### config.mk
export PLATFORM = sky130hd
export DESIGN_NAME = cmcc_ctrl
export DESIGN_NICKNAME = d
export VERILOG_FILES = /design/src/rtl/core/assert_macros.svh /design/src/rtl/core/cmcc_pkg.sv /design/src/rtl/core/cmcc_ctrl.sv
export SDC_FILE = /design/constraint.sdc
export NUM_CORES = 1
export LEC_CHECK = 0
export BUFFER_PORTS_ARGS = -buffer_cell sky130_fd_sc_hd__buf_2
export CELL_PAD_IN_SITES_DETAIL_PLACEMENT = 0
export CELL_PAD_IN_SITES_GLOBAL_PLACEMENT = 1
export CORE_MARGIN = 2
export CORE_UTILIZATION = 38
export CTS_CLUSTER_SIZE = 12
export DETAILED_ROUTE_END_ITERATION = 8
export PLACE_DENSITY = 0.91
export SLEW_MARGIN = 20
export SYNTH_ARGS = -nofsm -noshare
export SYNTH_HDL_FRONTEND = slang
export SYNTH_SLANG_ARGS = --single-unit
### constraint.sdc
create_clock -name aclk -period 3.4 [get_ports aclk]
set_input_delay 0.17 -clock aclk [delete_from_list [all_inputs] [get_ports aclk]]
set_output_delay 0.17 -clock aclk [all_outputs]
set_load 0.01 [all_outputs]
### src/rtl/core/assert_macros.svh
// assertion helpers shared by the core rtl
// no dependencies; included by modules that carry concurrent checks
`ifndef ASSERT_MACROS_SVH
`define ASSERT_MACROS_SVH

// property checked on every rising edge outside reset
`define ASSERT_CLK(lbl, clk, rstn, prop, msg) \
    lbl: assert property (@(posedge clk) disable iff (!(rstn)) (prop)) else $error(msg);

// condition that must never be seen outside reset
`define ASSERT_NEVER(lbl, clk, rstn, expr, msg) \
    `ASSERT_CLK(lbl, clk, rstn, !(expr), msg)

`endif

### src/rtl/core/cmcc_pkg.sv
// shared types and constants of the chunk map cache controller
// no dependencies; used by cmcc_ctrl, cmcc_datapath and the top level
`timescale 1ns / 1ps
`default_nettype none

package cmcc_pkg;

    localparam int OffsetW  = 32;
    localparam int CountW   = 16;
    localparam int StampW   = 32;
    localparam int SlotIdxW = 10;
    localparam int DataW    = 32;
    localparam int PaddrW   = 3;

    // register index codes (byte address bits above the word offset)
    localparam logic [PaddrW-3:0] RegChunkCount = 1'b0;

    // commands from the controller to the datapath
    typedef struct packed {
        logic clr_init;
        logic clr_step;
        logic item_load;
        logic map_read;
        logic res_oor;
        logic res_hit;
        logic scan_init;
        logic scan_step;
        logic unmap;
        logic install;
        logic out_load;
    } cmd_t;

    // status from the datapath to the controller
    typedef struct packed {
        logic clr_last;
        logic in_range;
        logic map_hit;
        logic scan_last;
    } sts_t;

endpackage

`default_nettype wire

### src/rtl/core/cmcc_ctrl.sv
// controller state machine: sequences clear, lookup, victim scan and install
// depends on cmcc_pkg; drives cmcc_datapath through cmcc_pkg::cmd_t
`timescale 1ns / 1ps
`default_nettype none

module cmcc_ctrl (
    input  wire logic            aclk,
    input  wire logic            aresetn,
    input  wire logic            s_valid,
    output logic                 s_ready,
    output logic                 m_valid,
    input  wire logic            m_ready,
    input  wire logic            cfg_wr,
    input  wire cmcc_pkg::sts_t  sts,
    output cmcc_pkg::cmd_t       cmd
);

    typedef enum logic [8:0] {
        ST_CLEAR    = 9'b000000001,
        ST_IDLE     = 9'b000000010,
        ST_MAP_RD   = 9'b000000100,
        ST_MAP_CHK  = 9'b000001000,
        ST_SCAN     = 9'b000010000,
        ST_SCAN_END = 9'b000100000,
        ST_EVICT    = 9'b001000000,
        ST_INSTALL  = 9'b010000000,
        ST_RESP     = 9'b100000000
    } state_t;

    state_t state_reg, state_next;
    logic   m_valid_reg, m_valid_next;
    logic   out_free;

    assign out_free = !m_valid_reg || m_ready;
    assign s_ready  = (state_reg == ST_IDLE) && !cfg_wr;
    assign m_valid  = m_valid_reg;

    always_comb begin
        cmd        = '0;
        state_next = state_reg;
        case (state_reg)
            ST_CLEAR: begin
                cmd.clr_step = 1'b1;
                if (sts.clr_last) begin
                    state_next = ST_IDLE;
                end
            end
            ST_IDLE: begin
                if (s_valid) begin
                    cmd.item_load = 1'b1;
                    state_next    = ST_MAP_RD;
                end
            end
            ST_MAP_RD: begin
                if (sts.in_range) begin
                    cmd.map_read = 1'b1;
                    state_next   = ST_MAP_CHK;
                end else begin
                    cmd.res_oor = 1'b1;
                    state_next  = ST_RESP;
                end
            end
            ST_MAP_CHK: begin
                if (sts.map_hit) begin
                    cmd.res_hit = 1'b1;
                    state_next  = ST_RESP;
                end else begin
                    cmd.scan_init = 1'b1;
                    state_next    = ST_SCAN;
                end
            end
            ST_SCAN: begin
                cmd.scan_step = 1'b1;
                if (sts.scan_last) begin
                    state_next = ST_SCAN_END;
                end
            end
            ST_SCAN_END: begin
                state_next = ST_EVICT;
            end
            ST_EVICT: begin
                cmd.unmap  = 1'b1;
                state_next = ST_INSTALL;
            end
            ST_INSTALL: begin
                cmd.install = 1'b1;
                state_next  = ST_RESP;
            end
            ST_RESP: begin
                if (out_free) begin
                    cmd.out_load = 1'b1;
                    state_next   = ST_IDLE;
                end
            end
            default: begin
                state_next = ST_CLEAR;
            end
        endcase

        // register write restarts the clearing sweep
        if (cfg_wr) begin
            cmd          = '0;
            cmd.clr_init = 1'b1;
            state_next   = ST_CLEAR;
        end
    end

    always_comb begin
        if (cmd.out_load) begin
            m_valid_next = 1'b1;
        end else if (m_ready) begin
            m_valid_next = 1'b0;
        end else begin
            m_valid_next = m_valid_reg;
        end
    end

    always_ff @(posedge aclk) begin
        if (!aresetn) begin
            state_reg   <= ST_CLEAR;
            m_valid_reg <= 1'b0;
        end else begin
            state_reg   <= state_next;
            m_valid_reg <= m_valid_next;
        end
    end

endmodule

`default_nettype wire

Word level (Yosys, flattened, before mapping)
Index checks and enable logic that the tools add are counted.

Input bits: 9. Output and inout bits: 13. Bits in registers: 10. Word-level logic and storage cells: 47.

Reductions and logical operators: 7. Equal/unequal tests: 13. Bitwise logic cells: 1. Mux-type cells: 24.

Operators with widths (count): case mux 9 bit (9 select lines) (1); 2-to-1 mux 9 bit (6); 2-to-1 mux 1 bit (14); 2-to-1 mux 11 bit (1); == test 9 x 1 -> 1 bit (second input constant) (1); == test 9 x 2 -> 1 bit (second input constant) (1); == test 9 x 3 -> 1 bit (second input constant) (1); == test 9 x 4 -> 1 bit (second input constant) (1); == test 9 x 5 -> 1 bit (second input constant) (1); == test 9 x 6 -> 1 bit (second input constant) (1); == test 9 x 7 -> 1 bit (second input constant) (1); == test 9 x 8 -> 1 bit (second input constant) (1); == test 9 bit (second input constant) (1); inequality test 2 bit (second input constant) (4); 2-to-1 mux 2 bit (2); AND reduction 4 bit (1); zero test 1 bit (2); nonzero test 2 bit (1); OR reduction 2 bit (1); logical AND 1 bit (1); logical OR 1 bit (1); NOT 1 bit (1).

Logic depth before layout (Yosys ltp)
Gate-level depths: netlist of the first run.

Depth after elaboration: 6. Mapped depth: 5. Mapped depth without buffers: 4.

Worst setup path before layout of the first run
OpenSTA, ideal clock, no wires.

Kind: reg2out. Start: reg state_reg[1]. End: out cmd[1] in the netlist's numbering. Path slack: 1.640 ns. Data required time: 3.230 ns. Arrival: 1.590 ns. Path buffers: 1. Cell stages (with the launch flop): 5. Cell sequence: dfxtp_1 -> buf_6 -> nor4_4 -> or4b_1 -> nor3_1.

RTL lines: from (decl) (line cmcc_ctrl.sv:30) `state_t state_reg, state_next;`; from (signal assigned) (line cmcc_ctrl.sv:123) `state_reg <= state_next;`; to (decl) (line cmcc_ctrl.sv:15) `output cmcc_pkg::cmd_t cmd`.

==> impl_results.md, run 1 <==
* Seq/Total Area, Yosys at 27.0%
* Crit start category: flip-flop
* Syn Nets at 103
* Vias in the first global route at 675
* Period utilisation layout at 64.7%
* Die area at 0.00232 mm2
* Post-Route Skew at 0.000294 ns
* Reg2reg setup slack at 1.49 ns
* Die X at 48.2 um
* Setup TNS at 0 ns
* CTS resizes at 0
* Num rows at 15
* GRT overflow at 0
* Critical path type: flip-flop to primary output
* Die height at 48.2 um
* Yosys Warn Count at 0
* Clk root buf: clkbuf_4
* PortBufs at 21
* DR WL/cell at 13.1 um
* P per Cell Area at 274 mW/mm2
* Via-per-instance ratio at 5.67
* Maximum VDD drop at 0.000167 V
* Ports at 22
* Max clock buf depth at 2
* Final WL at 1780 um
* Worst path arrival time at 2.03 ns
* HPWL after DPL at 1350 um
* First-pass GRT wire length at 2980 um
* Cell variety after synth at 39
* Reg clk slew, reported paths at 0.06 ns
* Iteration-0 DRC Markers at 15
* Post-CTS repair timing setup buffer count at 0
* Hold slack at 0.135 ns
* P&R area growth vs syn at 15.5%
* Hold Crit Endpoint: m_valid
* CP endpoint kind: primary output
* CP max FO at 6
* Total CTS buffers at 3
* Slew margin rel. at 66.0%
* Primary FF master, synth: dfxtp_1
* Mapped Area at 742 um2
* Total track usage at 18.1%
* Critical path data required time at 3.23 ns
* Syn Inst Count at 94
* Post-synth ARST share at 0%
* DR vias at 771
* Count of state elements after synthesis at 10
* RSZ-0062 raised after global routing: no
* Fraction of layout cells with a size suffix above 1 at 27.0%
* Hold buffers post-CTS at 0
* Peak Freq at 0.455 GHz
* Min-Delay Path Depth at 2
* Initial Util at 41.6%
* 1st-pass router iterations at 4
* Leak pwr at 0.318 nW
* Worst-Skew Late Latency at 0.26 ns
* CTS H-tree lvls at 1
* MaxCap Viol Count at 0
* CTS sink count at 10
* Synth Area per Inst at 7.89 um2
* GPL Wtd Cong at 0.877
* Status: complete, no violations
* Hold WC Path Type: input pin to flip-flop
* Pins Over Slew Limit at 0
* Initial antenna violation count at 0
* Layout Nets at 122
* Worst reg2reg path depth at 4
* Hold Fails Final Rpt at 0
* Final min period at 2.20 ns
* CTS tree: yes
* Final-layout fill cell count at 178
* Core area at 0.00178 mm2
* Largest register FFs at 9
* Antenna fix cells at 0
* Worst-Margin Slew at 0.503 ns
* Reg2reg start: state_reg[1]
* Setup violations, final at 0
* Number of flops mapped to enable cells by yosys at 0
* Largest net degree at the start of global routing at 16
* DRT antenna net count at 0
* DRC at 0
* Reg2reg end: state_reg[1]
* Hold Startpoint: aresetn
==> worst max path at each step <==
stage | start | endpoint | slack, ns | cells past startpoint
after floorplan | state_reg[1] | cmd[1] | 1.64 | 4
after global placement | state_reg[4] | cmd[6] | 1.51 | 5
after detailed placement | state_reg[4] | cmd[6] | 1.50 | 5
after CTS | state_reg[4] | cmd[6] | 1.19 | 5
after global routing | state_reg[4] | cmd[6] | 1.02 | 5
final | state_reg[4] | cmd[6] | 1.20 | 5
==> Yosys cell counts (2+ instances only) <==
| cell | n | share of area, % |
|---|---|---|
| o21ai_0 | 3 | 2.0 |
| dfxtp_1 | 10 | 27 |
| buf_2 | 2 | 1.3 |
| a21oi_1 | 2 | 1.3 |
| nor4_1 | 2 | 1.7 |
| nor2_1 | 9 | 4.6 |
| clkbuf_1 | 2 | 1.0 |
| nand3_1 | 2 | 1.3 |
| nand2b_1 | 8 | 6.7 |
| o21a_1 | 2 | 2.0 |
| or4_1 | 2 | 2.0 |
| nand2_1 | 4 | 2.0 |
| nor3_1 | 14 | 9.4 |
| inv_1 | 3 | 1.5 |
| or4b_1 | 2 | 2.7 |
| a2111oi_0 | 2 | 2.4 |
| nor2b_1 | 2 | 1.7 |
| buf_4 | 2 | 2.0 |
==> stage by stage <==
step / util [%] / setup WS [ns] / total power (W) / std cells / area (um2)
3_5_place_dp: 46.8 / 1.50 / 0.000155 / 133 / 835
6_report: 48.1 / 1.20 / 0.000234 / 136 / 857
4_1_cts: 48.1 / 1.19 / 0.000237 / 136 / 857
3_3_place_gp: 46.8 / 1.51 / 0.000155 / 133 / 835
2_1_floorplan: - / 1.64 / 0.000145 / 94 / 742
5_1_grt: 48.1 / 1.02 / 0.000247 / 136 / 857
==> cells by family (layout without fill, tap and decap cells) <==
| family | Yosys count | in the layout | synth area share (%) |
|---|---|---|---|
| mux | 1 | 1 | 1.35 |
| compound gates | 17 | 17 | 17.7 |
| flops | 10 | 10 | 27.0 |
| simple gates | 55 | 55 | 45.4 |
| buf+inv | 10 | 27 | 7.42 |
| xor+xnor | 1 | 1 | 1.18 |
==> worst max-delay path, stage by stage, from the launching register on <==
cell and delay, ns:
dfxtp_1 0.36, nor4_2 0.49, nand2b_1 0.20, or4_1 0.50, nor2_1 0.09, buf_2 0.13
==> layout by cell type, fill, tap and decap left out, types with 2 or more instances in the layout <==
| master | instances |
|---|---|
| nand2_1 | 4 |
| nand2b_1 | 8 |
| buf_2 | 21 |
| or4_1 | 2 |
| clkbuf_4 | 3 |
| a21oi_1 | 2 |
| nand3_1 | 2 |
| nor4_1 | 2 |
| o21a_1 | 2 |
| or4b_1 | 2 |
| nor2b_1 | 2 |
| o21ai_0 | 3 |
| nor3_1 | 14 |
| dfxtp_1 | 10 |
| nor2_1 | 9 |
| a2111oi_0 | 2 |
| inv_1 | 3 |
==> layer usage <==
metal / track usage, % / vias to the layer above / routed length [um]
met4: 3.78 / 0 / 17
li1: - / 389 / -
met5: 0 / - / 0
met2: 28.7 / 19 / 862
met3: 5.93 / 4 / 71
met1: 24.1 / 359 / 826
==> power breakdown <==
| group | total [W] | internal (W) | switching [W] |
|---|---|---|---|
| Combinational | 0.0000310 | 0.0000132 | 0.0000178 |
| Sequential | 0.000122 | 0.000118 | 0.00000362 |
| Clock | 0.0000815 | 0.0000410 | 0.0000405 |
==> final cells by class <==
class / count / area [um2] / share of cell area, %
clock buffers: 3 / 22.5 / 2.63
flip-flops and latches: 10 / 200 / 23.4
well taps: 25 / 31.3 / 3.65
multi-input cells: 74 / 487 / 56.8
inverters: 3 / 11.3 / 1.31
repair buffers: 21 / 105 / 12.3
Power figures use the tool's default switching activity.
==> inputs of run 2 (changes only) <==
--- a/config.mk
+++ b/config.mk
@@ -9,10 +9,10 @@
 export CELL_PAD_IN_SITES_DETAIL_PLACEMENT = 0
 export CELL_PAD_IN_SITES_GLOBAL_PLACEMENT = 1
 export CORE_MARGIN = 2
-export CORE_UTILIZATION = 38
+export CORE_UTILIZATION = 35
 export CTS_CLUSTER_SIZE = 12
 export DETAILED_ROUTE_END_ITERATION = 8
-export PLACE_DENSITY = 0.91
+export PLACE_DENSITY = 0.86
 export SLEW_MARGIN = 20
 export SYNTH_ARGS = -nofsm -noshare
 export SYNTH_HDL_FRONTEND = slang
==> constraint.sdc (replaced) <==
create_clock -name aclk -period 2.3 [get_ports aclk]
set_input_delay 0.115 -clock aclk [delete_from_list [all_inputs] [get_ports aclk]]
set_output_delay 0.115 -clock aclk [all_outputs]
set_load 0.01 [all_outputs]
==> run 2 against run 1 <==
- worst hold slack got worse by 0.064 ns
- sequential share of layout area fell by 0.36 points
- via count is 2.7% higher
- routed wire length rose by 8.2%
- clock skew rose by 0.0038 ns
- die area rose by 7.8%
- register-to-register slack worse by 1.0 ns
- clock-buffer cell count is the same
- cell count grew 2.9%
- global-route usage shrank 2.0 points
- largest cell class unchanged
==> impl_results.md, run 2 (same netlist as run 1, synthesis figures left out) <==
* Final Total Pwr at 0.000351 W
* Layout Nets at 124
* Via-per-instance ratio at 5.66
* Fraction of layout cells with a size suffix above 1 at 29.2%
* PortBufs at 21
* Die height at 50.0 um
* Pins Over Slew Limit at 0
* CTS H-tree lvls at 1
* Critical path data required time at 2.18 ns
* CP max FO at 8
* Status: complete, no violations
* Most frequent cells in the layout: buf_2 (21), nor3_1 (14), nor2_1 (9), dfxtp_1 (9), nand2b_1 (8)
* Clk root buf: clkbuf_4
* Reg clk slew, reported paths at 0.07 ns
* Ports at 22
* Total track usage at 16.2%
* Worst-Margin Slew at 0.555 ns
* Largest net degree at the start of global routing at 16
* Iteration-0 DRC Markers at 25
* Worst path arrival time at 1.96 ns
* Worst-Skew Late Latency at 0.27 ns
* Vias in the first global route at 713
* DRC at 0
* Hold Fails Final Rpt at 0
* Slew margin rel. at 62.5%
* Hold slack at 0.0711 ns
* Period utilisation layout at 90.1%
* Die X at 50.0 um
* Final min period at 2.07 ns
* Peak Freq at 0.483 GHz
* Setup violations, final at 0
* Dpl cell area at 845 um2
* Die area at 0.00250 mm2
* Post-Route Skew at 0.00410 ns
* Total CTS buffers at 3
* Num rows at 16
* Setup TNS at 0 ns
* Maximum VDD drop at 0.000225 V
* HPWL after DPL at 1450 um
* MaxCap Viol Count at 0
* Hold buffers post-CTS at 0
* Hold WC Path Type: input pin to flip-flop
* First-pass GRT wire length at 3170 um
* CP endpoint kind: primary output
* P per Cell Area at 401 mW/mm2
* DR vias at 792
* GRT overflow at 0
* Crit start category: flip-flop
* Initial antenna violation count at 0
* CTS sink count at 10
* Leak pwr at 0.325 nW
* GPL Wtd Cong at 0.879
* Final-layout fill cell count at 205
* Most common cell after layout, fill and taps aside: buf_2
* Max clock buf depth at 2
* Initial Util at 37.4%
* CTS tree: yes
* DR WL/cell at 13.7 um
* Largest register FFs at 9
* Antenna fix cells at 0
* 1st-pass router iterations at 4
* Post-layout instance area at 876 um2
* P&R area growth vs syn at 18.0%
* Critical path type: flip-flop to primary output
* Final WL at 1920 um
* Core area at 0.00198 mm2
* Reg2reg setup slack at 0.47 ns
* Util after Layout at 44.2%
* RSZ-0062 raised after global routing: no
* DRT antenna net count at 0
[run 2: cell types whose count changed in the layout (fill, tap and decap cells not counted)]
cell / change
dfxtp_2: +1
buf_4: +2
dfxtp_1: -1
[run 2: timing repair]
action	in CTS	in global routing
setup buffers	0	1
resized for setup	0	1
endpoints found under the hold margin	0	0
setup endpoints to repair	0	1
[run 2: layout make-up]
type / count / area, um2 / share of cell area [%]
clock buffers: 3 / 22.5 / 2.57
inverters: 3 / 11.3 / 1.29
repair buffers: 23 / 120 / 13.7
multi-input cells: 74 / 487 / 55.6
flip-flops and latches: 10 / 201 / 23.0
well taps: 27 / 33.8 / 3.86
[run 2: final timing paths]
check / from / endpoint / cells past startpoint
max: state_reg[3] / cmd[4] / 4
min: aresetn / m_valid / 2
min reg2reg: state_reg[5] / state_reg[6] / 2
max reg2reg: state_reg[0] / state_reg[4] / 4
[run 2: report_power, final]
part	leakage, nW	switching, W	internal, W
combinational	0.231	0.0000273	0.0000214
clock	0.0138	0.0000616	0.0000605
sequential	0.0804	0.00000527	0.000175
[run 2: stage by stage]
stage                     setup slack (ns)  instances
after floorplan                      0.559         94
after global placement               0.468        136
after detailed placement             0.440        136
after CTS                            0.199        139
after global routing                0.0774        140
final                                0.228        140
[run 2: critical path, cell delays in order, from the launching register on]
cell     delay [ns]
dfxtp_1        0.52
or4b_1         0.48
or3_1          0.39
nor3_1         0.14
buf_2          0.15
[run 2: layer usage]
layer	vias up	global-route usage, %	routed length (um)
li1	389	-	-
met1	367	19.0	807
met2	34	28.3	973
met3	2	5.76	129
met4	0	2.78	13
met5	-	0	0
==> inputs of run 3 (changes only) <==
--- a/config.mk
+++ b/config.mk
@@ -9,10 +9,11 @@
 export CELL_PAD_IN_SITES_DETAIL_PLACEMENT = 0
 export CELL_PAD_IN_SITES_GLOBAL_PLACEMENT = 1
 export CORE_MARGIN = 2
-export CORE_UTILIZATION = 35
+export CORE_UTILIZATION = 37
+export CTS_BUF_LIST = sky130_fd_sc_hd__clkbuf_2
 export CTS_CLUSTER_SIZE = 12
 export DETAILED_ROUTE_END_ITERATION = 8
-export PLACE_DENSITY = 0.86
+export PLACE_DENSITY = 0.9
 export SLEW_MARGIN = 20
 export SYNTH_ARGS = -nofsm -noshare
 export SYNTH_HDL_FRONTEND = slang
==> run 3 against run 2 <==
- register-to-register slack worse by 0.04 ns
- setup slack worse by 0.029 ns
- critical endpoint is now cmd[1]
- critical path depth stayed put
- die area is 5.0% lower
- largest power group unchanged
==> impl_results.md, run 3 (same netlist as run 1, synthesis figures left out) <==
* Die area at 0.00238 mm2
* Final min period at 2.10 ns
* Psw at 0.0000941 W
* DR vias at 786
* Flop pwr share at 55.1%
* Initial antenna violation count at 0
* Slew margin rel. at 64.8%
* Status: complete, no violations
* Dpl cell area at 845 um2
* Most used routing layer: met2
* Most frequent cells in the layout: buf_2 (21), nor3_1 (14), dfxtp_1 (10)
* Max incr delay on CP at 0.56 ns
* DRC at 0
* CTS tree: yes
* Total CTS buffers at 3
* Core area at 0.00192 mm2
* GRT overflow at 0
* CP max FO at 9
* Setup TNS at 0 ns
* RSZ-0062 raised after global routing: no
* CTS resizes at 0
* Crit path cell chain: nor4_4, or4b_1, nor3_1, buf_2
* Most common cell after layout, fill and taps aside: buf_2
* Leak pwr at 0.322 nW
* Largest net degree at the start of global routing at 16
* Ports at 22
* Vias in the first global route at 670
* PortBufs at 21
* P per Cell Area at 378 mW/mm2
* Max clock buf depth at 2
* Met3 usage at 3.07%
* Critical path type: flip-flop to primary output
* Maximum VDD drop at 0.000245 V
* Final Total Pwr at 0.000326 W
* Largest register FFs at 9
* P&R area growth vs syn at 16.4%
* CTS H-tree lvls at 1
* Reg clk slew, reported paths at 0.10 ns
* Worst-Skew Late Latency at 0.26 ns
* Critical path data required time at 2.18 ns
* Post-layout instance area at 863 um2
* Antenna fix cells at 0
* Fraction of layout cells with a size suffix above 1 at 27.4%
* Worst path arrival time at 1.99 ns
* Iteration-0 DRC Markers at 28
* Setup violations, final at 0
* Via-per-instance ratio at 5.61
* Period utilisation layout at 91.3%
* Critical path's slowest cell: or4b_1
* Post-Route Skew at 0.00384 ns
* Post-CTS repair timing setup buffer count at 0
* 1st-pass router iterations at 4
* Die height at 48.8 um
* Top Family by Delay on Critical Path: simple AND/OR/NAND/NOR gates
* Peak Freq at 0.476 GHz
* Final-layout fill cell count at 209
* CP endpoint kind: primary output
* Met1 Resource Use GR at 19.8%
* Clock network power share at 30.8%
* Register area at 200 um2
* Sw frac at 28.9%
* Multi-input logic area at 487 um2
* Initial Util at 38.6%
* DR WL/cell at 12.9 um
* Total track usage at 15.4%
* Crit start category: flip-flop
* Clk root buf: clkbuf_2
* First-pass GRT wire length at 2880 um
* Int Pwr at 0.000232 W
* Non-filler cells, final at 140
* GPL Wtd Cong at 0.841
* HPWL after DPL at 1390 um
* Worst-Margin Slew at 0.522 ns
* Layout Nets at 123
* Hold WC Path Type: input pin to flip-flop
* GR Layer Usage met2 at 24.4%
* Cell count after placement at 136
* Hold buffers post-CTS at 0
* Combinational share of power at 14.0%
* Final WL at 1800 um
* DRT antenna net count at 0
* WP buf/inv at 1
* Num rows at 16
* CTS sink count at 10
* Die X at 48.8 um
* Hold Fails Final Rpt at 0
* MaxCap Viol Count at 0
* Pins Over Slew Limit at 0
run 3: routing by layer:
metal,routed length (um),vias to the layer above
li1,-,393
met1,792,359
met2,835,31
met3,143,3
met4,27,0
met5,0,-
run 3: final cells by class:
class | instances | share of cell area [%]
repair buffers | 22 | 13.0
flip-flops and latches | 10 | 23.2
inverters | 3 | 1.30
clock inverters | 1 | 0.435
multi-input cells | 74 | 56.4
clock buffers | 3 | 1.74
well taps | 27 | 3.91
run 3: worst reg2reg max path, delay by kind of cell (launching register included):
kind	cells	cell delay, ns
DFF	1	0.41
AOI/OAI and AO/OA	2	0.38
and+or+nand+nor	2	0.97
run 3: final timing paths:
kind                startpoint           end  slack [ns]  cells past startpoint
setup / recovery  state_reg[1]        cmd[1]        0.20                      4
hold / removal         aresetn       m_valid        0.07                      2
hold reg to reg   state_reg[5]  state_reg[6]        0.58                      2
setup reg to reg  state_reg[1]  state_reg[1]        0.43                      4
run 3: power groups by stage:
| stage | combinational [W] | sequential [W] | clock [W] |
|---|---|---|---|
| floorplan | 0.0000344 | 0.000180 | 0 |
| global placement | 0.0000451 | 0.000184 | 0 |
| detailed placement | 0.0000458 | 0.000184 | 0 |
| CTS | 0.0000461 | 0.000180 | 0.000104 |
| global route | 0.0000505 | 0.000181 | 0.000110 |
| finish | 0.0000457 | 0.000180 | 0.000101 |
run 3: through the flow:
step                setup WS [ns]  util (%)  hold WS [ns]
finish                      0.199      44.9        0.0729
global route               0.0708      44.9        0.0715
CTS                         0.191      44.9        0.0655
detailed placement          0.438      43.9         0.348
global placement            0.469      43.9         0.348
floorplan                   0.559         -         0.232
